==> config.mk <==
export PLATFORM = sky130hd
export DESIGN_NAME = c_string_unescaper_core
export DESIGN_NICKNAME = d
export VERILOG_FILES = /design/src/design/cesu_pkg.sv /design/src/design/c_string_unescaper_core.sv /design/src/design/cesu_parser.sv
export SDC_FILE = /design/constraint.sdc
export NUM_CORES = 1
export LEC_CHECK = 0
export BUFFER_PORTS_ARGS = -buffer_cell sky130_fd_sc_hd__buf_2
export CORE_UTILIZATION = 55
export DETAILED_ROUTE_END_ITERATION = 6
export GPL_ROUTABILITY_DRIVEN = 0
export GPL_TIMING_DRIVEN = 0
export PLACE_DENSITY_LB_ADDON = 0.25
export REMOVE_ABC_BUFFERS = 1
export SETUP_SLACK_MARGIN = 0.1
export SYNTH_ARGS = -nofsm -noshare
export SYNTH_HDL_FRONTEND = slang
export SYNTH_HIERARCHICAL = 1
export SYNTH_SLANG_ARGS = --single-unit
==> constraint.sdc <==
create_clock -name aclk -period 5.9 [get_ports aclk]
set_input_delay 0.885 -clock aclk [delete_from_list [all_inputs] [get_ports aclk]]
set_output_delay 0.885 -clock aclk [all_outputs]
set_load 0.01 [all_outputs]
==> src/design/cesu_pkg.sv <==
`timescale 1ns / 1ps
// ---------------------------------------------------------------------------
// cesu_pkg
// shared types and character helpers for the escaped string decoder
// ---------------------------------------------------------------------------
package cesu_pkg;

    localparam logic [7:0] CH_BACKSLASH = 8'h5C;
    localparam logic [7:0] CH_LOWER_X   = 8'h78;
    localparam logic [7:0] CH_UPPER_X   = 8'h58;

    typedef struct packed {
        logic [7:0] data;
        logic       last;
    } res_t;

    typedef struct packed {
        logic [1:0] count;
        res_t       first;
        res_t       second;
    } dec_t;

    typedef struct packed {
        logic       hit;
        logic [3:0] value;
    } digit_t;

    typedef struct packed {
        logic       hit;
        logic [7:0] value;
    } named_t;

    function automatic digit_t hex_digit(input logic [7:0] b);
        digit_t d;
        d.hit   = 1'b0;
        d.value = 4'd0;
        if (b >= 8'h30 && b <= 8'h39) begin
            d.hit   = 1'b1;
            d.value = 4'(b - 8'h30);
        end else if (b >= 8'h61 && b <= 8'h66) begin
            d.hit   = 1'b1;
            d.value = 4'(b - 8'h57);
        end else if (b >= 8'h41 && b <= 8'h46) begin
            d.hit   = 1'b1;
            d.value = 4'(b - 8'h37);
        end
        return d;
    endfunction

    function automatic digit_t oct_digit(input logic [7:0] b);
        digit_t d;
        d.hit   = (b >= 8'h30 && b <= 8'h37);
        d.value = {1'b0, b[2:0]};
        return d;
    endfunction

    function automatic named_t named_escape(input logic [7:0] b);
        named_t n;
        n.hit   = 1'b1;
        n.value = b;
        case (b)
            8'h5C:   n.value = 8'h5C;
            8'h22:   n.value = 8'h22;
            8'h27:   n.value = 8'h27;
            8'h61:   n.value = 8'h07;
            8'h62:   n.value = 8'h08;
            8'h66:   n.value = 8'h0C;
            8'h6E:   n.value = 8'h0A;
            8'h72:   n.value = 8'h0D;
            8'h74:   n.value = 8'h09;
            8'h76:   n.value = 8'h0B;
            default: n.hit   = 1'b0;
        endcase
        return n;
    endfunction

endpackage

==> src/design/c_string_unescaper_core.sv <==
`timescale 1ns / 1ps
// ---------------------------------------------------------------------------
// c_string_unescaper_core
// decodes backslash escapes of a C string stream, one source byte per beat
// ---------------------------------------------------------------------------
// path: source beat in the input register, its results in the output buffer
// throughput: one source beat per cycle while its results fit the output buffer;
//   a beat that yields two results (flushed numeric escape plus a text byte)
//   waits for room for both; one result leaves per cycle while m_tready is high
// reset: synchronous, active low; clears parse state, input and output valids
module c_string_unescaper_core (
    input  logic       aclk,
    input  logic       aresetn,
    input  logic       s_tvalid,
    output logic       s_tready,
    input  logic [7:0] s_tdata,   // [7:0] in_byte
    input  logic       s_tlast,
    output logic       m_tvalid,
    input  logic       m_tready,
    output logic [7:0] m_tdata,   // [7:0] out_byte
    output logic       m_tlast
);
    import cesu_pkg::*;

    logic       in_valid_reg;
    logic [7:0] in_byte_reg;
    logic       in_eos_reg;

    res_t       q_reg [2];
    res_t       q_next [2];
    logic [1:0] cnt_reg, cnt_next;
    logic [1:0] base, space;
    logic       pop, step, s_take;
    dec_t       dec;

    cesu_parser u_parser (
        .aclk    (aclk),
        .aresetn (aresetn),
        .in_byte (in_byte_reg),
        .in_eos  (in_eos_reg),
        .step    (step),
        .dec     (dec)
    );

    assign pop      = m_tvalid && m_tready;
    assign space    = 2'd2 - cnt_reg + {1'b0, pop};
    assign step     = in_valid_reg && (dec.count <= space);
    assign s_tready = !in_valid_reg || step;
    assign s_take   = s_tvalid && s_tready;

    assign m_tvalid = (cnt_reg != 2'd0);
    assign m_tdata  = q_reg[0].data;
    assign m_tlast  = q_reg[0].last;

    always_comb begin
        q_next[0] = q_reg[0];
        q_next[1] = q_reg[1];
        if (pop) begin
            q_next[0] = q_reg[1];
        end
        base = cnt_reg - {1'b0, pop};
        if (step && dec.count != 2'd0) begin
            q_next[base[0]] = dec.first;
        end
        if (step && dec.count == 2'd2) begin
            q_next[1] = dec.second;
        end
        cnt_next = base + (step ? dec.count : 2'd0);
    end

    always_ff @(posedge aclk) begin
        if (!aresetn) begin
            in_valid_reg <= 1'b0;
            cnt_reg      <= 2'd0;
        end else begin
            cnt_reg <= cnt_next;
            if (s_take) begin
                in_valid_reg <= 1'b1;
            end else if (step) begin
                in_valid_reg <= 1'b0;
            end
        end
        if (s_take) begin
            in_byte_reg <= s_tdata;
            in_eos_reg  <= s_tlast;
        end
        q_reg[0] <= q_next[0];
        q_reg[1] <= q_next[1];
    end

    a_cnt_bound: assert property (@(posedge aclk) disable iff (!aresetn)
        cnt_reg <= 2'd2)
        else $error("output buffer overfilled");

    a_step_fits: assert property (@(posedge aclk) disable iff (!aresetn)
        step |-> cnt_next <= 2'd2)
        else $error("decoded results do not fit the output buffer");

    a_eos_yields: assert property (@(posedge aclk) disable iff (!aresetn)
        in_valid_reg && in_eos_reg |-> dec.count != 2'd0)
        else $error("end of string beat produced no result");

endmodule

==> src/design/cesu_parser.sv <==
`timescale 1ns / 1ps
// ---------------------------------------------------------------------------
// cesu_parser
// escape parse state and single-pass decode of one source byte
// ---------------------------------------------------------------------------
module cesu_parser (
    input  logic          aclk,
    input  logic          aresetn,
    input  logic [7:0]    in_byte,
    input  logic          in_eos,
    input  logic          step,
    output cesu_pkg::dec_t dec
);
    import cesu_pkg::*;

    typedef enum logic [2:0] {
        PH_TEXT      = 3'd0,
        PH_BACKSLASH = 3'd1,
        PH_HEX0      = 3'd2,
        PH_HEX1      = 3'd3,
        PH_OCT1      = 3'd4,
        PH_OCT2      = 3'd5
    } phase_t;

    phase_t     phase_reg, phase_next;
    logic [8:0] acc_reg, acc_next;

    digit_t     hexd, octd;
    named_t     named;
    logic [8:0] oct_sum;
    logic       text_esc;
    res_t       flush_res, text_res;

    always_comb begin
        hexd      = hex_digit(in_byte);
        octd      = oct_digit(in_byte);
        named     = named_escape(in_byte);
        oct_sum   = {acc_reg[5:0], 3'b000} + {6'd0, octd.value[2:0]};
        text_esc  = (in_byte == CH_BACKSLASH) && !in_eos;
        flush_res = '{data: acc_reg[7:0], last: 1'b0};
        text_res  = '{data: in_byte, last: in_eos};

        dec        = '0;
        phase_next = PH_TEXT;
        acc_next   = 9'd0;

        unique case (phase_reg)
            PH_BACKSLASH: begin
                if (in_byte == CH_LOWER_X || in_byte == CH_UPPER_X) begin
                    if (in_eos) begin
                        dec.count = 2'd1;
                        dec.first = '{data: 8'h00, last: 1'b1};
                    end else begin
                        phase_next = PH_HEX0;
                    end
                end else if (octd.hit) begin
                    if (in_eos) begin
                        dec.count = 2'd1;
                        dec.first = '{data: {5'd0, octd.value[2:0]}, last: 1'b1};
                    end else begin
                        phase_next = PH_OCT1;
                        acc_next   = {6'd0, octd.value[2:0]};
                    end
                end else begin
                    dec.count = 2'd1;
                    dec.first = '{data: named.hit ? named.value : in_byte, last: in_eos};
                end
            end
            PH_HEX0, PH_HEX1: begin
                if (hexd.hit) begin
                    if (phase_reg == PH_HEX0) begin
                        if (in_eos) begin
                            dec.count = 2'd1;
                            dec.first = '{data: {4'd0, hexd.value}, last: 1'b1};
                        end else begin
                            phase_next = PH_HEX1;
                            acc_next   = {5'd0, hexd.value};
                        end
                    end else begin
                        dec.count = 2'd1;
                        dec.first = '{data: {acc_reg[3:0], hexd.value}, last: in_eos};
                    end
                end else begin
                    dec.first = flush_res;
                    if (text_esc) begin
                        dec.count  = 2'd1;
                        phase_next = PH_BACKSLASH;
                    end else begin
                        dec.count  = 2'd2;
                        dec.second = text_res;
                    end
                end
            end
            PH_OCT1, PH_OCT2: begin
                if (octd.hit) begin
                    if (phase_reg == PH_OCT1 && !in_eos) begin
                        phase_next = PH_OCT2;
                        acc_next   = oct_sum;
                    end else begin
                        dec.count = 2'd1;
                        dec.first = '{data: oct_sum[7:0], last: in_eos};
                    end
                end else begin
                    dec.first = flush_res;
                    if (text_esc) begin
                        dec.count  = 2'd1;
                        phase_next = PH_BACKSLASH;
                    end else begin
                        dec.count  = 2'd2;
                        dec.second = text_res;
                    end
                end
            end
            default: begin
                if (text_esc) begin
                    phase_next = PH_BACKSLASH;
                end else begin
                    dec.count = 2'd1;
                    dec.first = text_res;
                end
            end
        endcase
    end

    always_ff @(posedge aclk) begin
        if (!aresetn) begin
            phase_reg <= PH_TEXT;
            acc_reg   <= 9'd0;
        end else if (step) begin
            phase_reg <= phase_next;
            acc_reg   <= acc_next;
        end
    end

    a_eos_returns_to_text: assert property (@(posedge aclk) disable iff (!aresetn)
        step && in_eos |=> phase_reg == PH_TEXT && acc_reg == 9'd0)
        else $error("parse state not cleared after end of string");

    a_flush_not_last: assert property (@(posedge aclk) disable iff (!aresetn)
        dec.count == 2'd2 |-> !dec.first.last)
        else $error("flushed value marked last");

    a_hex_acc_narrow: assert property (@(posedge aclk) disable iff (!aresetn)
        phase_reg == PH_HEX1 |-> acc_reg[8:4] == 5'd0)
        else $error("hex accumulator holds more than one digit");

endmodule
# Word-level counts from Yosys, hierarchy flattened
# Memories as Yosys holds them, arrays and structs flattened.
# Index checks and enable logic that the tools add are counted.
# op_classes
addsub	8
mul	0
n_div	0
order_cmp	10
eq_ne	18
shift	0
muxes	51
bitwise	1
reduce_logical	22
# ops
op	count
8-bit by 7-bit equality test with 1-bit output (second input constant)	10
8-bit one-hot mux with 10 select lines	1
10-bit two-way mux	7
8-bit two-way mux	7
9-bit two-way mux	6
11-bit two-way mux	3
11-bit one-hot mux with 3 select lines	1
3-bit two-way mux	8
8-bit one-hot mux with 3 select lines	1
18-bit bitwise mux	1
18-bit two-way mux	1
9-bit one-hot mux with 2 select lines	1
8-bit by 6-bit equality test with 1-bit output (second input constant)	2
8-bit by 7-bit >= comparator with 1-bit output (second input constant)	2
8-bit by 6-bit <= comparator with 1-bit output (second input constant)	2
8-bit by 7-bit <= comparator with 1-bit output (second input constant)	2
5-bit two-way mux	3
1-bit logical AND	12
10-bit OR reduction	1
9-bit demux with 1-bit select	1
3-bit one-hot mux with 3 select lines	1
8-bit by 3-bit adder with 8-bit output	1
8-bit by 6-bit >= comparator with 1-bit output (second input constant)	1
2-bit two-way mux	4
other kinds (20)	31
# totals
ff_bits	23
latch_bits	0
ramBits	18
mem_bits_ro	0
in_bits	13
output_inout_bits	11
word_cells	117
memories	1
# memory_table
name	depth	width	rd	rd_clocked_by_memory_dff	wr	line	source
q_reg	2	9	2	0	2	c_string_unescaper_core.sv:29	res_t q_reg [2];

# Longest topological paths before layout
# depth
word_depth	14
depth_mapped	21
depth_no_buf	18

# Modules after synthesis
# The synthesis kept the hierarchy.
# modules_own_cells
module	instances	cells_per_inst	area_each_um2	seq_area_each_um2
cesu_parser	1	247	1675.4	220.2
c_string_unescaper_core	1	113	1438.9	780.7

# Worst setup path after synthesis
# Ideal clock, no wire load.
# synth_path
path_type	register to register
startpoint	register in_byte_reg[0]
endpoint	register cnt_reg[1]
setup_time_ns	0.115
t_arrival_ns	3.989
required_ns	5.785
path_slack_ns	1.796
path_stages_with_launch	20
n_path_buf	2
period_less_slack_ns	4.104
cell_sequence	edfxtp_1 -> clkbuf_1 -> inv_1 -> ha_1 -> and4b_1 -> nand4b_1 -> nor2_1 -> o21ai_0 -> a32oi_1 -> inv_1 -> ha_1 -> and3_1 -> a21oi_2 -> clkbuf_1 -> nor2_1 -> ha_1 -> xor2_1 -> xnor2_1 -> and3_1 -> o21a_1
# synth_rtl
item	line	source
from (decl)	c_string_unescaper_core.sv:26	logic [7:0] in_byte_reg;
from (signal assigned)	c_string_unescaper_core.sv:84	in_byte_reg <= s_tdata;
to (signal assigned)	c_string_unescaper_core.sv:76	cnt_reg <= cnt_next;
to (decl)	c_string_unescaper_core.sv:31	logic [1:0] cnt_reg, cnt_next;

==> flow_summary.yaml <==
clock_tree:
  cts.sinks: 41
  cts_buffers: 5
  ctsResizeCount: 0
  max-clock-path-buffers: 2
  clock_latency_ns: 0.29
  htreeDepth: 2
  cts_tree: "built"
  hold_buffers: 0
  cts_setup_buffers: 0
  clk_pin_slew_ns: 0.08
  root_buffer: "clkbuf_8"
global_route:
  grt_pass1_vias: 2629
  grt_max_degree: 20
  grt-ovfl-total: 0
  antenna_found_initial: 0
  grt_usage_pct: 27.30
  grt_pass1_wl_microns: 12920
layout:
  largest_reg_flops: 18
  utilization_pct: 60.04
  nFillCells: 502
  multiInputGateArea_sq_mm: 0.001899
  antenna_cells: 0
  layout_commonest_cell: "nor2_1"
  stdcell_count: 433
  nets: 384
  regArea_sq_mm: 0.001001
  area_delta_synth_final_pct: 5.504
  drive_gt1_share_pct: 17.17
  final_cell_mix: "28 x nor2_1, 23 x nand2_1, 23 x dfxtp_1, 23 x buf_2, 19 x a22oi_1"
floorplanning:
  core_sq_mm: 0.005473
  die_x_microns: 77.25
  rows: 27
  ios: 24
  dieArea_sq_mm: 0.005967
  die_h_microns: 77.25
  initial_utilization_pct: 56.90
placement:
  place_worst_setup_slack_ns: 0.9302
  dpl.hpwl_microns: 5573
  dp.cells: 425
  portBuffers: 23
power:
  cellPowerDensity_mw_per_mm2: 345.6
  p_leak_nw: 1.225
  ir_drop_mv: 0.3197
  total_power_mw: 1.136
sta:
  final.setup.tns_ns: 0
  fmax_mhz: 195.9
  drv_slew: 0
  period_minus_slack_ns: 5.106
  max_slew.worst_pin.slew_ns: 0.8406
  fin_ws_ns: 0.7945
  period_share_pct: 86.53
  finalHoldViolations: 0
  setup_viol: 0
  fin_skew_ns: 0.007388
  rsz0062_at_grt: "no"
  slew-limit-headroom_pct: 43.45
worst_hold_path:
  min_path_type: "reg -> reg"
  hold_start: "in_valid_reg"
  holdPathStages: 2
critical_path:
  required_ns: 6.13
  cp.arrival_ns: 5.33
  critPathCaptureType: "flip-flop"
  crit_path_start: "in_byte_reg[0]"
  worst-r2r-cell-count: 15
  rr_startpoint: "in_byte_reg[0]"
  critical_path_class: "reg -> reg"
  start_kind: "flip-flop"
  crit_fanout: 17
run:
  drv_cap: 0
drt:
  drt_iter0_drc: 429
  met1_length_microns: 3282
  ant_nets: 0
  wl_met2_microns: 3537
  dr_wl_met3_microns: 638
  wirelength_microns: 7690
  drc: 0
  dr_total_vias: 2824
  via_per_inst: 6.522
  dr.pass1.iters: 5
  top_layer: "met4"
  routedWlPerCell_microns: 17.76
synthesis:
  avgSynthCellArea_sq_um: 8.651
  synth_cells: 360
  async_reset_ff_share_pct: 0
  yosysSeqAreaShare_pct: 32.14
  mappedNetlistArea_sq_mm: 0.003114
  ys_ff_latch: 41
  synth_edf_count: 18
  ys.flop_type: "dfxtp_1"
  synth.distinct_cells: 67
  yosysWarnings: 6
status:
  status: "completed"
## per-layer routing
layer	GRT usage, %	vias up
li1	-	1328
met1	36.92	1312
met2	42.92	158
met3	4.762	26
met4	10.94	0
met5	0	-
## power by group
group,total [mW],internal [mW],switching [mW]
clock network,0.233,0.138,0.0959
logic,0.493,0.235,0.258
registers,0.409,0.361,0.0479
total,1.14,0.734,0.402
## logic make-up (layout without fill, tap and decap cells)
| family | count (synthesis) | after routing | synth area share (%) |
|---|---|---|---|
| xor gates and xnor gates | 5 | 5 | 1.406 |
| muxes | 19 | 19 | 7.795 |
| AOI/OAI and AO/OA | 100 | 100 | 22.54 |
| adders and majority gates | 11 | 11 | 4.419 |
| DFF | 41 | 41 | 32.14 |
| buffers and inverters | 46 | 47 | 6.870 |
| and+or+nand+nor | 138 | 138 | 24.83 |
## area by class of cell
cell class	instances	share of cell area, %
multi-input cells	273	57.81
flip-flops and latches	41	30.46
repair buffers	23	3.503
well taps	72	2.742
clock buffers	6	2.513
inverters	16	1.828
clock inverters	2	1.142
## worst paths after layout
| path | endpoint | slack (ns) |
|---|---|---|
| max | u_parser/acc_reg[3] | 0.79 |
| min | in_valid_reg | 0.55 |
| max reg2reg | u_parser/acc_reg[3] | 0.79 |
| min reg2reg | in_valid_reg | 0.55 |
## cells in the mapped netlist (all sizes together) (3+ instances only)
master,count,area (sq um)
a21boi,6,45.05
a21oi,18,105.1
a22o,4,35.03
a22oi,19,142.6
a31oi,4,25.02
a32oi,3,26.28
and2,9,56.30
and3,10,62.56
buf,11,82.57
clkbuf,19,71.32
dfxtp,23,460.4
edfxtp,18,540.5
ha,11,137.6
inv,15,56.30
mux2,18,232.7
nand2,24,92.59
nand2b,3,18.77
nand3,9,45.04
nand4,6,37.54
nor2,29,116.4
nor2b,11,68.82
nor3,5,25.02
nor3b,9,67.56
nor4,6,37.54
o211ai,3,27.52
o21a,4,30.03
o21ai,18,90.09
o221ai,3,26.28
or2,4,27.53
or4b,3,33.78
xor2,3,26.28
## per-stage QoR
stage	hold WS (ns)	area, sq um
3_3_place_gp	0.5238	3166
2_1_floorplan	0.5004	2960
4_1_cts	0.5595	3286
6_report	0.5527	3286
3_5_place_dp	0.5495	3166
5_1_grt	0.5892	3286
## worst max-delay path, stage by stage (launching register included)
cell	delay, ns
edfxtp_1	0.59
inv_1	0.21
ha_1	0.35
nor2b_1	0.17
o211ai_2	0.13
a21oi_2	0.61
a22oi_1	0.37
nor3_1	0.50
ha_1	0.35
nand2b_1	0.12
a21oi_2	0.19
inv_1	0.23
nand2_1	0.10
or4b_4	0.56
or4_1	0.42
a21boi_1	0.12
(Power assumes the default switching activity.)
